File: config.mk
export PLATFORM = sky130hd
export DESIGN_NAME = cpu_bit_op_branch_execute
export DESIGN_NICKNAME = d
export VERILOG_FILES = /design/src/cbbe_pkg.sv /design/src/cbbe_exec.sv /design/src/cpu_bit_op_branch_execute.sv
export SDC_FILE = /design/constraint.sdc
export NUM_CORES = 1
export LEC_CHECK = 0
export BUFFER_PORTS_ARGS = -buffer_cell sky130_fd_sc_hd__buf_4
export CAP_MARGIN = 40
export CORE_UTILIZATION = 40
export CTS_BUF_LIST = sky130_fd_sc_hd__clkbuf_4 sky130_fd_sc_hd__clkbuf_8 sky130_fd_sc_hd__clkbuf_16
export CTS_CLUSTER_SIZE = 24
export DETAILED_ROUTE_END_ITERATION = 10
export PLACE_DENSITY_LB_ADDON = 0.05
export REMOVE_ABC_BUFFERS = 1
export SLEW_MARGIN = 15
export SYNTH_ARGS = -nofsm -noshare
export SYNTH_HDL_FRONTEND = slang
export SYNTH_SLANG_ARGS = --single-unit
File: constraint.sdc
create_clock -name clk -period 3.28 [get_ports clk]
set_input_delay 0.328 -clock clk [delete_from_list [all_inputs] [get_ports clk]]
set_output_delay 0.328 -clock clk [all_outputs]
set_load 0.02 [all_outputs]
File: src/cbbe_pkg.sv
// Shared types and opcode constants for the extended bit and branch execute block.
`default_nettype none

package cbbe_pkg;

	// Opcodes handled one by one.
	localparam logic [7:0] OP_TSB_ZP  = 8'h04;
	localparam logic [7:0] OP_TSB_ABS = 8'h0C;
	localparam logic [7:0] OP_TRB_ZP  = 8'h14;
	localparam logic [7:0] OP_TRB_ABS = 8'h1C;
	localparam logic [7:0] OP_STZ_ZP  = 8'h64;
	localparam logic [7:0] OP_STZ_ZPX = 8'h74;
	localparam logic [7:0] OP_STZ_ABS = 8'h9C;
	localparam logic [7:0] OP_STZ_ABX = 8'h9E;
	localparam logic [7:0] OP_BRA     = 8'h80;

	// Low nibbles that select a whole column of the opcode map.
	localparam logic [3:0] LOW_SMB_RMB = 4'h7;
	localparam logic [3:0] LOW_BBS_BBR = 4'hF;

	// Base clock counts.
	localparam logic [2:0] CYC_BIT_OP  = 3'd5;
	localparam logic [2:0] CYC_TSB_ZP  = 3'd5;
	localparam logic [2:0] CYC_TSB_ABS = 3'd6;
	localparam logic [2:0] CYC_STZ_ZP  = 3'd3;
	localparam logic [2:0] CYC_STZ_ZPX = 3'd4;
	localparam logic [2:0] CYC_STZ_ABS = 3'd4;
	localparam logic [2:0] CYC_STZ_ABX = 3'd5;
	localparam logic [2:0] CYC_BRA     = 3'd2;

	typedef struct packed {
		logic [7:0]  cmd;
		logic [7:0]  operand_byte;
		logic [7:0]  accumulator;
		logic [15:0] pc_after;
		logic [7:0]  displacement;
	} item_t;

	typedef struct packed {
		logic        handled;
		logic        write_enable;
		logic [7:0]  write_value;
		logic        zero_valid;
		logic        zero_flag;
		logic        branch_taken;
		logic [15:0] next_pc;
		logic [2:0]  cycle_count;
	} result_t;

endpackage

`default_nettype wire

File: src/cbbe_exec.sv
// Combinational execute logic: decode, bit operations, branch target and clock count.
`default_nettype none

module cbbe_exec (
	input  cbbe_pkg::item_t   item,
	output cbbe_pkg::result_t result
);

	logic [7:0]  sel_mask;
	logic        bit_set;
	logic        is_branch;
	logic        taken;
	logic [15:0] target;
	logic        page_cross;
	logic [2:0]  base_cyc;

	// Bit index comes from opcode bits 6..4.
	assign sel_mask = 8'h01 << item.cmd[6:4];
	assign bit_set  = (item.operand_byte & sel_mask) != 8'h00;
	assign target   = item.pc_after + {{8{item.displacement[7]}}, item.displacement};
	assign page_cross = target[15:8] != item.pc_after[15:8];

	always_comb begin
		result              = '0;
		result.handled      = 1'b1;
		result.next_pc      = item.pc_after;
		is_branch           = 1'b0;
		taken               = 1'b0;
		base_cyc            = 3'd0;
		if (item.cmd[3:0] == cbbe_pkg::LOW_SMB_RMB) begin
			result.write_enable = 1'b1;
			base_cyc            = cbbe_pkg::CYC_BIT_OP;
			if (item.cmd[7]) begin
				result.write_value = item.operand_byte | sel_mask;
			end else begin
				result.write_value = item.operand_byte & ~sel_mask;
			end
		end else if (item.cmd[3:0] == cbbe_pkg::LOW_BBS_BBR) begin
			// BBS tests for a set bit, BBR for a clear one.
			is_branch = 1'b1;
			base_cyc  = cbbe_pkg::CYC_BIT_OP;
			taken     = item.cmd[7] ? bit_set : ~bit_set;
		end else begin
			case (item.cmd)
				cbbe_pkg::OP_TSB_ZP, cbbe_pkg::OP_TSB_ABS: begin
					result.write_enable = 1'b1;
					result.zero_valid   = 1'b1;
					result.zero_flag    = (item.operand_byte & item.accumulator) == 8'h00;
					result.write_value  = item.operand_byte | item.accumulator;
					base_cyc = (item.cmd == cbbe_pkg::OP_TSB_ZP) ?
						cbbe_pkg::CYC_TSB_ZP : cbbe_pkg::CYC_TSB_ABS;
				end
				cbbe_pkg::OP_TRB_ZP, cbbe_pkg::OP_TRB_ABS: begin
					result.write_enable = 1'b1;
					result.zero_valid   = 1'b1;
					result.zero_flag    = (item.operand_byte & item.accumulator) == 8'h00;
					result.write_value  = item.operand_byte & ~item.accumulator;
					base_cyc = (item.cmd == cbbe_pkg::OP_TRB_ZP) ?
						cbbe_pkg::CYC_TSB_ZP : cbbe_pkg::CYC_TSB_ABS;
				end
				cbbe_pkg::OP_STZ_ZP: begin
					result.write_enable = 1'b1;
					base_cyc = cbbe_pkg::CYC_STZ_ZP;
				end
				cbbe_pkg::OP_STZ_ZPX: begin
					result.write_enable = 1'b1;
					base_cyc = cbbe_pkg::CYC_STZ_ZPX;
				end
				cbbe_pkg::OP_STZ_ABS: begin
					result.write_enable = 1'b1;
					base_cyc = cbbe_pkg::CYC_STZ_ABS;
				end
				cbbe_pkg::OP_STZ_ABX: begin
					result.write_enable = 1'b1;
					base_cyc = cbbe_pkg::CYC_STZ_ABX;
				end
				cbbe_pkg::OP_BRA: begin
					is_branch = 1'b1;
					taken     = 1'b1;
					base_cyc  = cbbe_pkg::CYC_BRA;
				end
				default: begin
					result.handled = 1'b0;
				end
			endcase
		end

		result.branch_taken = is_branch & taken;
		result.cycle_count  = base_cyc;
		if (is_branch && taken) begin
			result.next_pc = target;
			if (page_cross) begin
				result.cycle_count = base_cyc + 3'd1;
			end
		end
	end

endmodule

`default_nettype wire

File: src/cpu_bit_op_branch_execute.sv
// Top level of the extended bit-manipulation and branch execute block.
// Usage:
//   One instruction enters per transfer on the item channel (item_valid,
//   item_stall, item) and one result leaves per transfer on the result
//   channel (result_valid, result_stall, result). Every instruction gives
//   exactly one result, also opcodes outside the group (handled = 0).
// Pipeline and throughput:
//   An instruction taken at a rising edge is captured in the input
//   register; its result is computed in one combinational pass and is
//   loaded into the result register when that register may load, which
//   raises result_valid. With no stall the block takes one instruction
//   every cycle.
// Reset:
//   arst_n low clears both stage valid bits at once; no result is offered
//   and the block is ready for a transfer as soon as reset is released.
// Stall:
//   While result_stall holds a waiting result, the input register still
//   accepts one more instruction; only when both registers are full does
//   item_stall rise. A stalled result does not change.
`default_nettype none

module cpu_bit_op_branch_execute (
	input  wire                clk,
	input  wire                arst_n,
	input  wire                item_valid,
	output logic               item_stall,
	input  cbbe_pkg::item_t    item,
	output logic               result_valid,
	input  wire                result_stall,
	output cbbe_pkg::result_t  result
);

	// Input register stage.
	logic              valid_s1;
	cbbe_pkg::item_t   item_s1;

	// Result register stage.
	logic              valid_s2;
	cbbe_pkg::result_t result_s2;

	cbbe_pkg::result_t exec_result;
	logic              load_s2;
	logic              load_s1;

	// The result register may load when empty or when its content leaves now;
	// the input register may load when empty or when it moves forward.
	assign load_s2 = ~valid_s2 | ~result_stall;
	assign load_s1 = ~valid_s1 | load_s2;

	assign item_stall   = ~load_s1;
	assign result_valid = valid_s2;
	assign result       = result_s2;

	cbbe_exec u_exec (
		.item   (item_s1),
		.result (exec_result)
	);

	always_ff @(posedge clk or negedge arst_n) begin
		if (!arst_n) begin
			valid_s1 <= 1'b0;
			valid_s2 <= 1'b0;
		end else begin
			if (load_s1) begin
				valid_s1 <= item_valid;
			end
			if (load_s2) begin
				valid_s2 <= valid_s1;
			end
		end
	end

	// Payload registers carry no reset.
	always_ff @(posedge clk) begin
		if (load_s1 && item_valid) begin
			item_s1 <= item;
		end
		if (load_s2 && valid_s1) begin
			result_s2 <= exec_result;
		end
	end

	// Input back-pressure only when both stages hold an instruction.
	a_stall_full: assert property (@(posedge clk) disable iff (!arst_n)
		item_stall |-> (valid_s1 && valid_s2))
		else $error("item_stall raised with a free stage");

	// A transfer in always fills the input stage.
	a_accept_fills: assert property (@(posedge clk) disable iff (!arst_n)
		(item_valid && !item_stall) |=> valid_s1)
		else $error("accepted instruction lost from input stage");

	// An instruction in the input stage moves on when the result side is free.
	a_advance: assert property (@(posedge clk) disable iff (!arst_n)
		(valid_s1 && !(valid_s2 && result_stall)) |=> valid_s2)
		else $error("input stage did not advance");

	// Opcodes outside the group produce no side effects.
	a_unhandled_quiet: assert property (@(posedge clk) disable iff (!arst_n)
		(result_valid && !result.handled) |->
			(!result.write_enable && !result.branch_taken && !result.zero_valid &&
			 result.cycle_count == 3'd0))
		else $error("unhandled opcode produced side effects");

	// No write, no write data.
	a_write_value_zero: assert property (@(posedge clk) disable iff (!arst_n)
		(result_valid && !result.write_enable) |-> (result.write_value == 8'h00))
		else $error("write_value nonzero without write_enable");

endmodule

`default_nettype wire
==> metrics.cfg <==
[hold_path]
holdPathStages = 1
hp-class = primary input to register
worstHoldStart = item[27]

[power_and_ir_drop]
total_leakage_power_nw = 2.20
power_density_nw_per_um2 = 459
peakVddDrop_v = 0.000346

[yosys]
async_flop_share = 0.0244
netlist_area_sq_um = 4430
synth_warnings = 0
yosys-top-cells-area = edfxtp_1 54%, ha_1 4.5%, mux2i_1 4.1%
synth_top_area_frac = 0.542
synth-seq-cells = 82
synth-edff-count = 80
synth_flop_cell = edfxtp_1
ys_seq_area_frac = 0.553
synthDistinctLibCells = 62
synth_top_cell_by_area = edfxtp_1
syn_avg_cell_area_sq_um = 12.0
synthCells = 368

[worst_setup_path]
required_ns = 3.41
setup.worst_path.class = register to register
cp_max_fo = 9
end_kind = register
cp.arrival_ns = 3.22
reg2reg_depth = 9
crit_start = item_s1[7]$_DFFE_PP_
worst_setup_path_start_kind = register
worstReg2RegStart = item_s1[7]$_DFFE_PP_
cp_slowest_cell = edfxtp_1
crit_chain = ha_1 > o21a_1 > nor2_1 > nor2_1 > nor3b_1 > o21ba_1 > nor4_2 > a41oi_2 > mux2_4
critPathMaxStageDelay_ns = 0.58
cpMostUsedCell = nor2_1

[die]
core_area_sq_um = 10800
start_util = 0.409
rows = 38
dieArea_sq_um = 11500
pin_count = 86
die_height_um = 107
die_w_um = 107

[drt]
postRouteAntennaNets = 0
drtIter0Drc = 181
viasPerCell = 5.22
firstDrtPassIters = 6
drc = 0
drt-wirelength-per-cell_um = 15.3
vias = 3150
wirelength_um = 9230

[place]
post_dp_cell_area_sq_um = 5250
placed_cells_incl_taps = 587
portBuffers = 85
hpwlAfterDp_um = 6560
place_congestion = 0.803

[final_layout]
syn_to_final_growth_pct = 22.6
finalNonFillerCells = 604
fin_nets = 528
final_cell_area_sq_um = 5440
final_cell_mix = 93 x buf_4, 80 x edfxtp_1, 40 x nand2_1
utilization = 0.502
diodes = 0
drive_gt1_frac = 0.274
final_common_cell = buf_4

[clocking]
cts.sinks = 82
clk_pin_slew_ns = 0.09
post_cts_resized = 0
cts.htree.levels = 3
cts_tree = done
clockRootBuffer = clkbuf_8
cts_made_buffers = 9
insertion_delay_ns = 0.37
post_cts_buffers = 0
cts_buffer_depth = 2
cts_hold_buf = 1

[timing]
finalSetupViolCount = 0
rsz0062_at_grt = no
slew_headroom = 0.578
max_slew.worst_pin.slew_ns = 0.632
finalHoldViolCount = 0
timing.hold.ws_ns = 0.125
finalCritPeriodShare = 0.941
finalCriticalPeriod_ns = 3.09
slew_violations = 0
fmax_ghz = 0.324
skew_ns = 0.0123

[global_routing]
grtUsageTotal = 0.174
grt_max_degree = 49
grt_pass1_vias = 2962
antenna_found_initial = 0
grt_pass1_wl_um = 14900
grt-ovfl-total = 0

[run]
drv_cap = 0

[run_status]
status = completed

-- worst max-delay path: cells and delay by family, from the launching register on --
family	cells	cell delay [ns]
adder cells (fa/ha/maj)	1	0.53
AND/OR/NAND/NOR	4	0.83
flip-flops	1	0.58
AO/OA/AOI/OAI	3	0.57
multiplexers	1	0.32
-- cell type report --
cell class	instances	area (sq um)
Clock buffer	10	131
Clock inverter	6	43.8
Fill cell	970	5400
Inverter	7	26.3
Multi-Input combinational cell	265	1900
Sequential cell	82	2450
Tap cell	140	175
Timing Repair Buffer	94	708
-- stage by stage --
step                      setup TNS [ns]  worst slack, ns  total power, W
after floorplan                    -1.00          -0.0312         0.00166
after global placement                 0            0.238         0.00185
after detailed placement               0            0.225         0.00185
after CTS                              0            0.204         0.00253
after global routing                   0         0.000784         0.00263
final                                  0            0.195         0.00249
-- path summary, 6_finish.rpt --
| check | end | slack [ns] |
|---|---|---|
| setup / recovery | result[1]$_DFFE_PP_ | 0.19 |
| hold / removal | item_s1[27]$_DFFE_PP_ | 0.12 |
| setup reg to reg | result[1]$_DFFE_PP_ | 0.19 |
| hold reg to reg | result_valid$_DFFE_PN0P_ | 0.48 |
| max in group asynchronous | result_valid$_DFFE_PN0P_ | 2.93 |
| min in group asynchronous | valid_s1$_DFFE_PN0N_ | 0.27 |
-- cells by family (layout without fill, tap and decap cells) --
| kind of cell | count (synthesis) | after routing | share of synthesized area |
|---|---|---|---|
| simple gates | 113 | 113 | 0.133 |
| compound gates | 91 | 91 | 0.141 |
| flops | 82 | 82 | 0.553 |
| mux | 23 | 23 | 0.0567 |
| xor+xnor | 21 | 21 | 0.0446 |
| buf+inv | 21 | 117 | 0.0214 |
| fa+ha+maj | 17 | 17 | 0.0497 |
-- routing by layer --
| metal | global-route usage | share of wire | vias to the layer above |
|---|---|---|---|
| met3 | 0.0623 | 0.066 | 7 |
| met2 | 0.250 | 0.43 | 97 |
| li1 | - | - | 1577 |
| met5 | 0 | 0 | - |
| met1 | 0.248 | 0.50 | 1469 |
| met4 | 0.0470 | 0.011 | 0 |
-- synth_stat cells (4+ instances only) --
cell type,n
nor2_1,17
xor2_1,10
a21oi_1,22
ha_1,16
nor3b_1,5
edfxtp_1,80
nand2b_1,7
xnor2_1,10
clkbuf_1,6
buf_2,4
o21ai_1,8
nand3b_1,8
o21ai_0,12
nand3_1,5
a22oi_1,4
inv_1,7
nand2_1,40
mux2i_1,18
nor3_1,9
o22ai_1,9
a21o_1,7
-- report_power, final --
part	switching (W)	internal [W]
logic	0.000294	0.000240
clock network	0.000386	0.000283
registers	0.0000508	0.00124
total	0.000730	0.00176
-- sequential cells by signal, indices dropped and copies added (netlist names) --
name / cells
item_s1: 48
result: 32
result_valid: 1
valid_s1: 1
Power figures use the tool's default switching activity.
